[src/rtl/urlencoded_query_splitter_defines.svh]
// assertion macros shared by the rtl files
`ifndef URLENCODED_QUERY_SPLITTER_DEFINES_SVH
`define URLENCODED_QUERY_SPLITTER_DEFINES_SVH

// condition holds at every clock edge out of reset
`define UQS_ASSERT_ALWAYS(label, cond, msg) \
    label: assert property (@(posedge clk) disable iff (!rst_n) (cond)) else $error(msg);

// consequent holds in the same cycle as the antecedent
`define UQS_ASSERT_IMPL(label, ante, cons, msg) \
    label: assert property (@(posedge clk) disable iff (!rst_n) (ante) |-> (cons)) \
        else $error(msg);

// consequent holds in the cycle after the antecedent
`define UQS_ASSERT_NEXT(label, ante, cons, msg) \
    label: assert property (@(posedge clk) disable iff (!rst_n) (ante) |=> (cons)) \
        else $error(msg);

`endif

[src/rtl/uqs_pkg.sv]
package uqs_pkg;

    localparam logic [7:0] CH_AMP   = 8'h26;
    localparam logic [7:0] CH_EQ    = 8'h3D;
    localparam logic [7:0] CH_PCT   = 8'h25;
    localparam logic [7:0] CH_PLUS  = 8'h2B;
    localparam logic [7:0] CH_SPACE = 8'h20;

    localparam logic [2:0] KIND_KEY     = 3'd0;
    localparam logic [2:0] KIND_VALUE   = 3'd1;
    localparam logic [2:0] KIND_KEPT    = 3'd2;
    localparam logic [2:0] KIND_DROPPED = 3'd3;
    localparam logic [2:0] KIND_ERROR   = 3'd4;

    localparam int RES_FIFO_DEPTH = 4;

    typedef struct packed {
        logic [7:0] out_byte;
        logic [2:0] kind;
        logic       run_last;
        logic       string_done;
    } result_t;

    // up to two results produced by one input word
    typedef struct packed {
        result_t    res0;
        result_t    res1;
        logic [1:0] num;
    } push_t;

    function automatic logic is_hex(input logic [7:0] c);
        return (c >= 8'h30 && c <= 8'h39) || (c >= 8'h41 && c <= 8'h46)
            || (c >= 8'h61 && c <= 8'h66);
    endfunction

    // valid only when is_hex holds; letters of both cases share the low nibble
    function automatic logic [3:0] hex_nibble(input logic [7:0] c);
        return (c <= 8'h39) ? c[3:0] : c[3:0] + 4'd9;
    endfunction

    function automatic logic [2:0] end_kind(input logic in_value, input logic key_nonempty,
                                            input logic bad);
        logic [2:0] k;
        if (in_value && key_nonempty)
            k = bad ? KIND_ERROR : KIND_KEPT;
        else
            k = KIND_DROPPED;
        return k;
    endfunction

endpackage

[src/rtl/uqs_parser.sv]
module uqs_parser (
    input  logic            clk,
    input  logic            rst_n,
    input  logic            fire,
    input  logic [7:0]      ch,
    input  logic            final_byte,
    output uqs_pkg::push_t  push
);
    import uqs_pkg::*;

    localparam logic [1:0] HEX_IDLE   = 2'd0;
    localparam logic [1:0] HEX_FIRST  = 2'd1;
    localparam logic [1:0] HEX_SECOND = 2'd2;

    logic       in_value_reg, in_value_next;
    logic [1:0] hex_phase_reg, hex_phase_next;
    logic [3:0] high_nibble_reg, high_nibble_next;
    logic       key_nonempty_reg, key_nonempty_next;
    logic       pair_bad_reg, pair_bad_next;
    logic       failed_reg, failed_next;

    logic       hex_ok;
    logic [3:0] nib;
    logic       emit;
    logic [7:0] byte_d;
    logic [2:0] kind_d;
    logic [2:0] kind_m;
    logic       bad_n;
    push_t      push_c;

    assign hex_ok = is_hex(ch);
    assign nib    = hex_nibble(ch);

    always_comb
    begin
        in_value_next     = in_value_reg;
        hex_phase_next    = hex_phase_reg;
        high_nibble_next  = high_nibble_reg;
        key_nonempty_next = key_nonempty_reg;
        pair_bad_next     = pair_bad_reg;
        failed_next       = failed_reg;
        emit              = 1'b0;
        byte_d            = ch;
        kind_d            = in_value_reg ? KIND_VALUE : KIND_KEY;
        kind_m            = KIND_DROPPED;
        bad_n             = pair_bad_reg | (hex_phase_reg != HEX_IDLE);
        push_c            = '0;

        if (failed_reg)
        begin
            // swallow everything up to the end of the string
            if (final_byte)
            begin
                push_c.res0.kind = KIND_ERROR;
                push_c.num       = 2'd1;
            end
        end
        else if (ch == CH_AMP)
        begin
            kind_m            = end_kind(in_value_reg, key_nonempty_reg, bad_n);
            push_c.res0.kind  = kind_m;
            push_c.num        = 2'd1;
            in_value_next     = 1'b0;
            hex_phase_next    = HEX_IDLE;
            high_nibble_next  = 4'd0;
            key_nonempty_next = 1'b0;
            pair_bad_next     = 1'b0;
            failed_next       = (kind_m == KIND_ERROR);
        end
        else if (ch == CH_EQ && !in_value_reg)
        begin
            in_value_next    = 1'b1;
            hex_phase_next   = HEX_IDLE;
            high_nibble_next = 4'd0;
            pair_bad_next    = bad_n;
            if (final_byte)
            begin
                push_c.res0.kind = end_kind(1'b1, key_nonempty_reg, bad_n);
                push_c.num       = 2'd1;
            end
        end
        else
        begin
            key_nonempty_next = key_nonempty_reg | ~in_value_reg;
            if (hex_phase_reg == HEX_IDLE)
            begin
                if (ch == CH_PCT)
                    hex_phase_next = HEX_FIRST;
                else
                begin
                    emit   = 1'b1;
                    byte_d = (ch == CH_PLUS) ? CH_SPACE : ch;
                end
            end
            else if (!hex_ok)
            begin
                pair_bad_next    = 1'b1;
                hex_phase_next   = HEX_IDLE;
                high_nibble_next = 4'd0;
            end
            else if (hex_phase_reg == HEX_FIRST)
            begin
                high_nibble_next = nib;
                hex_phase_next   = HEX_SECOND;
            end
            else
            begin
                emit             = 1'b1;
                byte_d           = {high_nibble_reg, nib};
                hex_phase_next   = HEX_IDLE;
                high_nibble_next = 4'd0;
            end

            kind_m = end_kind(in_value_reg, key_nonempty_next,
                              pair_bad_next | (hex_phase_next != HEX_IDLE));
            if (emit)
            begin
                push_c.res0.out_byte = byte_d;
                push_c.res0.kind     = kind_d;
                push_c.res1.kind     = kind_m;
                push_c.num           = final_byte ? 2'd2 : 2'd1;
            end
            else if (final_byte)
            begin
                push_c.res0.kind = kind_m;
                push_c.num       = 2'd1;
            end
        end

        // end of string: start afresh with the next word
        if (final_byte)
        begin
            in_value_next     = 1'b0;
            hex_phase_next    = HEX_IDLE;
            high_nibble_next  = 4'd0;
            key_nonempty_next = 1'b0;
            pair_bad_next     = 1'b0;
            failed_next       = 1'b0;
        end

        if (push_c.num == 2'd1)
        begin
            push_c.res0.run_last    = 1'b1;
            push_c.res0.string_done = final_byte;
        end
        else if (push_c.num == 2'd2)
        begin
            push_c.res1.run_last    = 1'b1;
            push_c.res1.string_done = final_byte;
        end

        if (!fire)
            push_c.num = 2'd0;
    end

    assign push = push_c;

    always_ff @(posedge clk or negedge rst_n)
    begin
        if (!rst_n)
        begin
            in_value_reg     <= 1'b0;
            hex_phase_reg    <= HEX_IDLE;
            high_nibble_reg  <= 4'd0;
            key_nonempty_reg <= 1'b0;
            pair_bad_reg     <= 1'b0;
            failed_reg       <= 1'b0;
        end
        else if (fire)
        begin
            in_value_reg     <= in_value_next;
            hex_phase_reg    <= hex_phase_next;
            high_nibble_reg  <= high_nibble_next;
            key_nonempty_reg <= key_nonempty_next;
            pair_bad_reg     <= pair_bad_next;
            failed_reg       <= failed_next;
        end
    end

endmodule

[src/rtl/uqs_result_fifo.sv]
`include "urlencoded_query_splitter_defines.svh"

module uqs_result_fifo (
    input  logic             clk,
    input  logic             rst_n,
    input  uqs_pkg::push_t   push,
    output logic             space_ok,
    output uqs_pkg::result_t head,
    output logic             head_valid,
    input  logic             pop
);
    import uqs_pkg::*;

    localparam int Depth = RES_FIFO_DEPTH;
    localparam int AW    = $clog2(Depth);
    localparam int CW    = $clog2(Depth + 1);

    result_t         mem [Depth];
    logic [AW-1:0]   wr_ptr_reg, wr_ptr_next;
    logic [AW-1:0]   rd_ptr_reg, rd_ptr_next;
    logic [CW-1:0]   count_reg, count_next;

    // room for the worst case of two results per word
    assign space_ok   = (count_reg <= CW'(Depth - 2));
    assign head_valid = (count_reg != '0);
    assign head       = mem[rd_ptr_reg];

    assign wr_ptr_next = wr_ptr_reg + AW'(push.num);
    assign rd_ptr_next = rd_ptr_reg + AW'(pop);
    assign count_next  = count_reg + CW'(push.num) - CW'(pop);

    always_ff @(posedge clk)
    begin
        if (push.num != 2'd0)
            mem[wr_ptr_reg] <= push.res0;
        if (push.num == 2'd2)
            mem[wr_ptr_reg + AW'(1)] <= push.res1;
    end

    always_ff @(posedge clk or negedge rst_n)
    begin
        if (!rst_n)
        begin
            wr_ptr_reg <= '0;
            rd_ptr_reg <= '0;
            count_reg  <= '0;
        end
        else
        begin
            wr_ptr_reg <= wr_ptr_next;
            rd_ptr_reg <= rd_ptr_next;
            count_reg  <= count_next;
        end
    end

    `UQS_ASSERT_ALWAYS(a_fifo_bound, count_reg <= CW'(Depth), "result fifo overflow")
    `UQS_ASSERT_IMPL(a_push_room, push.num != 2'd0, count_reg <= CW'(Depth - 2), "push without room")
    `UQS_ASSERT_NEXT(a_pop_only, pop && push.num == 2'd0, count_reg == $past(count_reg) - CW'(1), "pop count slip")

endmodule

[src/rtl/urlencoded_query_splitter.sv]
// URL query splitter: takes one raw query byte per clock while item_ready is high, with a flag on
// the last byte of the string, and returns decoded key and value words ('+' as space, %XY as one
// byte) plus one marker word per pair (kept, dropped or error). A byte is registered on entry,
// decoded from that register once the result queue has room, and written into a four-word
// result queue, from whose head its first result is offered. The decode step handles one byte
// per cycle while the result queue has room; a byte may produce up to two result words and the
// result port drains one word per cycle while result_ready is high, so the sustained input rate
// is one byte per cycle while each byte gives one result and falls below that when every byte
// gives two. item_ready drops only when the result queue cannot take two more words.
`include "urlencoded_query_splitter_defines.svh"

module urlencoded_query_splitter (
    input  logic       clk,
    input  logic       rst_n,
    input  logic       item_valid,
    output logic       item_ready,
    input  logic [7:0] ch,
    input  logic       final_byte,
    output logic       result_valid,
    input  logic       result_ready,
    output logic [7:0] out_byte,
    output logic [2:0] kind,
    output logic       run_last,
    output logic       string_done
);
    import uqs_pkg::*;

    logic       s1_valid_reg, s1_valid_next;
    logic [7:0] ch_reg;
    logic       fin_reg;
    logic       space_ok;
    logic       s1_fire;
    logic       item_accept;
    push_t      push;
    result_t    head;

    assign s1_fire     = s1_valid_reg & space_ok;
    assign item_ready  = ~s1_valid_reg | space_ok;
    assign item_accept = item_valid & item_ready;

    assign s1_valid_next = item_accept | (s1_valid_reg & ~space_ok);

    always_ff @(posedge clk or negedge rst_n)
    begin
        if (!rst_n)
            s1_valid_reg <= 1'b0;
        else
            s1_valid_reg <= s1_valid_next;
    end

    always_ff @(posedge clk)
    begin
        if (item_accept)
        begin
            ch_reg  <= ch;
            fin_reg <= final_byte;
        end
    end

    uqs_parser u_parser (
        .clk        (clk),
        .rst_n      (rst_n),
        .fire       (s1_fire),
        .ch         (ch_reg),
        .final_byte (fin_reg),
        .push       (push)
    );

    uqs_result_fifo u_fifo (
        .clk        (clk),
        .rst_n      (rst_n),
        .push       (push),
        .space_ok   (space_ok),
        .head       (head),
        .head_valid (result_valid),
        .pop        (result_valid & result_ready)
    );

    assign out_byte    = head.out_byte;
    assign kind        = head.kind;
    assign run_last    = head.run_last;
    assign string_done = head.string_done;

    // markers carry no byte, and the end of a string always closes a word's results
    `UQS_ASSERT_IMPL(a_done_last, result_valid && string_done, run_last, "string_done without run_last")
    `UQS_ASSERT_IMPL(a_marker_zero, result_valid && kind != KIND_KEY && kind != KIND_VALUE, out_byte == 8'h00, "marker word with data")
    `UQS_ASSERT_IMPL(a_stall_held, !item_ready, s1_valid_reg && !s1_fire, "input stalled with empty stage")

endmodule

[config.mk]
export PLATFORM = sky130hd
export DESIGN_NAME = urlencoded_query_splitter
export DESIGN_NICKNAME = d
export VERILOG_FILES = /design/src/rtl/uqs_pkg.sv /design/src/rtl/uqs_parser.sv /design/src/rtl/uqs_result_fifo.sv /design/src/rtl/urlencoded_query_splitter.sv
export VERILOG_INCLUDE_DIRS = /design/src /design/src/rtl
export SDC_FILE = /design/constraint.sdc
export NUM_CORES = 1
export LEC_CHECK = 0
export BUFFER_PORTS_ARGS = -buffer_cell sky130_fd_sc_hd__buf_2
export CORE_ASPECT_RATIO = 0.7
export CORE_MARGIN = 2
export CORE_UTILIZATION = 55
export CTS_BUF_LIST = sky130_fd_sc_hd__clkbuf_8
export DETAILED_ROUTE_END_ITERATION = 8
export GPL_ROUTABILITY_DRIVEN = 0
export GPL_TIMING_DRIVEN = 0
export PLACE_DENSITY = 0.79
export SLEW_MARGIN = 20
export SYNTH_ARGS = -nofsm -noshare
export SYNTH_HDL_FRONTEND = slang
export SYNTH_SLANG_ARGS = --single-unit
[constraint.sdc]
create_clock -name clk -period 6.8 [get_ports clk]
set_input_delay 0.34 -clock clk [delete_from_list [all_inputs] [get_ports clk]]
set_output_delay 0.34 -clock clk [all_outputs]
set_load 0.02 [all_outputs]
## After elaboration in Yosys (flattened, before gate mapping)

Memory sizes are Yosys's and may differ from the RTL's.
Index checks and enable logic that the tools add are counted.

- Register bits: 27
- Bits in writable memories: 52
- Input port bits: 13
- Memories kept: 1

Memory list:

| memory | depth | width | rd ports | clocked after memory_dff | wr ports | line | text |
|---|---|---|---|---|---|---|---|
| u_fifo.mem | 4 | 13 | 1 | 0 | 2 | uqs_result_fifo.sv:18 | `result_t mem [Depth];` |

- Add/subtract/negate cells: 6
- Order comparisons: 7
- Equality and inequality tests: 12
- Mux-type cells: 88
- Bitwise operators: 12
- Reductions and logical operators: 19

Operators with widths:

| kind | number |
|---|---|
| $mux 8 | 9 |
| $mux 3 | 18 |
| $mux 2 | 20 |
| $mux 1 | 33 |
| $eq 8x6->1 const B | 4 |
| $mux 4 | 8 |
| $ge 8x7->1 const B | 2 |
| $le 8x7->1 const B | 2 |
| $reduce_and 3->1 | 3 |
| $ge 8x6->1 const B | 1 |
| $le 8x6->1 const B | 1 |
| $logic_and 1x1->1 | 6 |
| $reduce_bool 2->1 | 3 |
| $reduce_bool 3->1 | 2 |
| $or 1x1->1 | 5 |
| $add 4x4->4 const B | 1 |
| $and 1x1->1 | 4 |
| $eq 2x1->1 const B | 2 |
| $eq 2x2->1 const B | 2 |
| $ne 4x2->1 const B | 1 |
| $add 3x2->3 | 1 |
| $eq 3x3->1 const B | 1 |
| $le 3x2->1 const B | 1 |
| $ne 3x2->1 const B | 1 |
| 10 further kinds | 13 |

## Longest topological paths before layout

- Word-level depth: 18
- Mapped depth: 19
- Gate-level depth less buffers: 16

## By module

A second synthesis with hierarchy kept.

- Cells, all modules: 333
- Area, all modules: 4,435.5 um^2

Modules (own cells, without submodules):

| module | instances | cells an instance | area an instance (um^2) | seq. area each (um^2) |
|---|---|---|---|---|
| uqs_result_fifo | 1 | 163 | 2,960.3 | 1,736.7 |
| uqs_parser | 1 | 155 | 1,138.6 | 250.2 |
| urlencoded_query_splitter | 1 | 15 | 336.6 | 295.3 |

## Worst setup path before layout

Ideal clock, no wire load.

- Path type: flip-flop to flip-flop
- Start point: register ch_reg[0]
- End point: register u_fifo.count_reg[2]
- Setup time: 0.123 ns
- Data arrival time: 4.089 ns
- Slack: 2.588 ns
- Stages on the path, launching flop included: 19
- Path buffers: 3
- Cells stage by stage: edfxtp_1 > ha_1 > or3b_4 > and4_1 > clkbuf_1 > or3_1 > buf_2 > ha_1 > or2_2 > o221a_2 > buf_6 > inv_4 > ha_1 > inv_1 > ha_1 > inv_1 > fa_1 > xor2_1 > xnor2_1

- Cells in the longest elaborated chain, start to end: 16
- Elaborated cells on any way between the ends: 28
- Classes of those cells: 2 x add/sub; 6 x order compare; 3 x eq/ne; 11 x mux; 6 x reduce/logical

RTL lines:

| element | line | text |
|---|---|---|
| start: declaration | urlencoded_query_splitter.sv:29 | `logic [7:0] ch_reg;` |
| start signal: assignment | urlencoded_query_splitter.sv:55 | `ch_reg <= ch;` |
| $ge 8x6->1, or another cell as far along | uqs_pkg.sv:32 | `return (c >= 8'h30 && c <= 8'h39) \|\| (c >= 8'h41 && c <= 8'h46)` |
| $logic_and 1x1->1 | uqs_pkg.sv:32 |  |
| $logic_or 1x1->1 | uqs_pkg.sv:32 |  |
| $logic_or 1x1->1 | uqs_pkg.sv:33 | `\|\| (c >= 8'h61 && c <= 8'h66);` |
| $mux 1 | uqs_parser.sv:95 | `else if (!hex_ok)` |
| $mux 1 | uqs_parser.sv:85 | `if (hex_phase_reg == HEX_IDLE)` |
| $mux 1 | uqs_parser.sv:70 | `else if (ch == CH_EQ && !in_value_reg)` |
| $mux 1 | uqs_parser.sv:58 | `else if (ch == CH_AMP)` |
| $mux 1 | uqs_parser.sv:49 | `if (failed_reg)` |
| $mux 2 | uqs_parser.sv:116 | `if (emit)` |
| $mux 2 | uqs_parser.sv:70 |  |
| $mux 2 * | uqs_parser.sv:58 |  |
| $mux 2 * | uqs_parser.sv:49 |  |
| $mux 2 * | uqs_parser.sv:152 | `if (!fire)` |
| $add 3x2->3 * | uqs_result_fifo.sv:30 | `assign count_next = count_reg + CW'(push.num) - CW'(pop);` |
| $sub 3x1->3 * | uqs_result_fifo.sv:30 |  |
| via u_fifo.count_next[2] | uqs_result_fifo.sv:21 | `logic [CW-1:0] count_reg, count_next;` |
| end signal: assignment | uqs_result_fifo.sv:52 | `count_reg <= count_next;` |
| end: declaration | uqs_result_fifo.sv:21 |  |

Mark *: on every way through the listed nets, which the timed path passes. The rest lies on a longest branch. The select of a mux whose other input is x is not followed.
A chain may end at the register's enable or synchronous reset.

==> results.sh <==
export IMPL_final_cell_area_mm2=0.00468
export IMPL_irDropWorstVdd_mv=0.215
export IMPL_detailed_place_area_mm2=0.00444
export IMPL_rsz0062_at_grt="false"
export IMPL_synth_enable_flop_cells=29
export IMPL_initial_core_util_pct=57.1
export IMPL_antennaDiodeCount=0
export IMPL_top_cells_by_area_in_the_synthesized_netlist="sky130_fd_sc_hd__edfxtp_1 (21%), sky130_fd_sc_hd__dfxtp_1 (15%), sky130_fd_sc_hd__dfrtp_1 (11%)"
export IMPL_worst_path_most_repeated_cell="sky130_fd_sc_hd__ha_1"
export IMPL_cp_data_arrival_time_ns=4.83
export IMPL_cts_made_buffers=9
export IMPL_max_clock_freq_ghz=0.209
export IMPL_finalClockSkew_ns=0.0123
export IMPL_vias_per_cell=6.39
export IMPL_min_period_ns=4.78
export IMPL_timing_critical_path_max_delay_family="compound AO/OA/AOI/OAI gates"
export IMPL_outcome="finished clean"
export IMPL_setup_violations=0
export IMPL_floorplan_io_pins=28
export IMPL_largest_reg_flops=52
export IMPL_root_buffer="sky130_fd_sc_hd__clkbuf_8"
export IMPL_grt_use_total_pct=27.7
export IMPL_drt_pass1_iter_count=5
export IMPL_synth_nets=438
export IMPL_cts_tree="done"
export IMPL_synth_yosys_warnings=0
export IMPL_ys_ff_latch=79
export IMPL_numClockSinks=79
export IMPL_drtAntennaViolNets=0
export IMPL_multi_input_area_mm2=0.00204
export IMPL_nFillCells=614
export IMPL_critical_path_required_ns=6.85
export IMPL_first_global_vias=3431
export IMPL_timing_hold_worst_class="in -> reg"
export IMPL_drc=0
export IMPL_fp_coreArea_mm2=0.00732
export IMPL_critPathCaptureType="register"
export IMPL_yosys_cell_types_count=69
export IMPL_power_density_mw_per_mm2=442
export IMPL_die_x_um=108
export IMPL_post_cts_resize_count=0
export IMPL_drt_total_wl_mm=10.8
export IMPL_synth_yosys_seq_area_share_pct=46.9
export IMPL_avgRoutedWirePerCell_um=19.5
export IMPL_hold_viol=0
export IMPL_area_growth_pct=12.0
export IMPL_finalCritPeriodShare_pct=70.3
export IMPL_drt_iter0_markers=329
export IMPL_start_kind="register"
export IMPL_rows=26
export IMPL_p_leak_nw=1.87
export IMPL_clkSlewWorstSetupHoldPaths_ns=0.08
export IMPL_postSynth_asyncResetShare_pct=22.8
export IMPL_drive_above_1_share_pct=18.3
export IMPL_biggest_area_consumer_among_synthesized_cells="sky130_fd_sc_hd__edfxtp_1"
export IMPL_clock_tree_htree_level_count=3
export IMPL_fin_setup_tns_ns=0
export IMPL_timing_max_transition_violations_final=0
export IMPL_largest_net_degree_at_the_start_of_global_routing=19
export IMPL_floorplan_die_area_mm2=0.00832
export IMPL_p_total_mw=2.07
export IMPL_post_dp_hpwl_mm=7.80
export IMPL_layout_commonest_cell="sky130_fd_sc_hd__nand2_1"
export IMPL_synth_cells=414
export IMPL_io_buffer_count=27
export IMPL_worstPathBufferInverterCount=4
export IMPL_vias=3551
export IMPL_num_nets_final=477
export IMPL_number_of_buffers_on_the_longest_clock_path=2
export IMPL_yosys_most_used_dff="sky130_fd_sc_hd__dfxtp_1"
export IMPL_die_height_um=76.9
export IMPL_max_cap_violations=0
export IMPL_worst_slew_pin_slew_ns=0.873
export IMPL_cp_cell_sequence="inv_1 -> ha_1 -> o21bai_1 -> a2111oi_2 -> or3_1 -> buf_2 -> ha_1 -> or2_2 -> o221a_2 -> buf_6 -> o21ai_2 -> clkbuf_1 -> nand2_1"
export IMPL_layout_area_seq_mm2=0.00196
export IMPL_grt_remaining_overflow=0
export IMPL_worst_relative_slew_slack_pct=41.4
export IMPL_critPathKind="reg -> reg"
export IMPL_grt_first_pass_wirelength_mm=17.4
export IMPL_insertion_delay_ns=0.37
export IMPL_antenna_found_initial=0
export IMPL_critPathMaxFanout=10
export IMPL_yosys_area_top_type_share_pct=20.8
export IMPL_most_common_layout_cells="sky130_fd_sc_hd__nand2_1 (54), sky130_fd_sc_hd__buf_2 (33), sky130_fd_sc_hd__nand3_1 (32), sky130_fd_sc_hd__dfxtp_1 (32), sky130_fd_sc_hd__edfxtp_1 (29)"
export IMPL_critical_path_max_stage_delay_ns=0.81
export IMPL_timing_critical_path_slowest_stage_cell="sky130_fd_sc_hd__a2111oi_2"
export IMPL_mappedNetlistArea_mm2=0.00418
export IMPL_post_synth_cell_area_avg_um2=10.1
==> synthesized netlist by cell type, types with 5 or more instances <==
| cell type | count |
|---|---|
| sky130_fd_sc_hd__a21oi_1 | 28 |
| sky130_fd_sc_hd__and2_1 | 5 |
| sky130_fd_sc_hd__buf_2 | 6 |
| sky130_fd_sc_hd__clkbuf_1 | 12 |
| sky130_fd_sc_hd__dfrtp_1 | 18 |
| sky130_fd_sc_hd__dfxtp_1 | 32 |
| sky130_fd_sc_hd__edfxtp_1 | 29 |
| sky130_fd_sc_hd__ha_1 | 10 |
| sky130_fd_sc_hd__inv_1 | 15 |
| sky130_fd_sc_hd__mux4_2 | 13 |
| sky130_fd_sc_hd__nand2_1 | 54 |
| sky130_fd_sc_hd__nand2b_1 | 8 |
| sky130_fd_sc_hd__nand3_1 | 32 |
| sky130_fd_sc_hd__nor2_1 | 18 |
| sky130_fd_sc_hd__nor3_1 | 5 |
| sky130_fd_sc_hd__o21ai_0 | 27 |
| sky130_fd_sc_hd__o21ai_1 | 5 |
| sky130_fd_sc_hd__o22ai_1 | 13 |
==> logic make-up (layout without fill, tap and decap cells) <==
group	after synthesis	after routing	share of synthesized area, %
adder cells (fa/ha/maj)	11	11	3.47
XOR/XNOR	8	8	1.68
buffers and inverters	39	83	4.28
flip-flops	79	79	46.9
multiplexers	13	13	7.01
AND/OR/NAND/NOR	152	152	19.0
AO/OA/AOI/OAI	112	112	17.7
==> worst register-to-register path, cell delays in order, from the launching register on <==
cell	delay, ns
sky130_fd_sc_hd__edfxtp_1	0.43
sky130_fd_sc_hd__inv_1	0.19
sky130_fd_sc_hd__ha_1	0.31
sky130_fd_sc_hd__o21bai_1	0.16
sky130_fd_sc_hd__a2111oi_2	0.81
sky130_fd_sc_hd__or3_1	0.20
sky130_fd_sc_hd__buf_2	0.19
sky130_fd_sc_hd__ha_1	0.25
sky130_fd_sc_hd__or2_2	0.32
sky130_fd_sc_hd__o221a_2	0.28
sky130_fd_sc_hd__buf_6	0.13
sky130_fd_sc_hd__o21ai_2	0.43
sky130_fd_sc_hd__clkbuf_1	0.45
sky130_fd_sc_hd__nand2_1	0.32
==> area by class of cell <==
class	instances	area share (%)
Sequential cell	79	41.9
Tap cell	98	2.62
Buffer	22	2.41
Timing Repair Buffer	28	3.10
Clock inverter	7	2.38
Inverter	17	1.42
Multi-Input combinational cell	296	43.5
Clock buffer	9	2.65
==> path summary, 6_finish.rpt <==
check | slack, ns | startpoint | to | cells after the start
max | 2.02 | ch_reg[1] | u_fifo.mem[1][0] | 13
min | 0.14 | ch[7] | ch_reg[7] | 1
max reg2reg | 2.02 | ch_reg[1] | u_fifo.mem[1][0] | 13
min reg2reg | 0.46 | u_fifo.mem[2][12] | u_fifo.mem[2][12] | 2
max in group asynchronous | 6.04 | rst_n | u_parser.hex_phase_reg[0] | 2
min in group asynchronous | 0.44 | rst_n | u_fifo.rd_ptr_reg[1] | 2
==> timing repair <==
action | CTS | global route
hold buffers | 1 | 0
setup buffers | 0 | 0
hold endpoints to repair | 18 | 0
==> per-layer routing <==
metal | wire length (µm) | track usage (%) | vias to the layer above | part of all wire, %
met5 | 0 | 0 | - | 0
met2 | 4720 | 40.8 | 217 | 44
met4 | 201 | 6.54 | 0 | 1.9
met1 | 4720 | 39.4 | 1695 | 44
li1 | - | - | 1614 | -
met3 | 1190 | 9.69 | 25 | 11
==> where the power goes <==
group,switching [mW],leakage (nW),internal (mW)
combinational,0.537,0.985,0.353
clock,0.175,0.118,0.241
sequential,0.0992,0.764,0.662
total,0.812,1.87,1.26
==> through the flow <==
stage          worst slack [ns]  instances  hold slack, ns  util [%]
2_1_floorplan              2.59        414          0.0444         -
3_3_place_gp               2.21        539           0.301      60.6
3_5_place_dp               2.14        539           0.309      60.6
4_1_cts                    2.11        556           0.127      64.0
5_1_grt                    1.72        556           0.124      64.0
6_report                   2.02        556           0.139      64.0
Power figures use the tool's default switching activity.
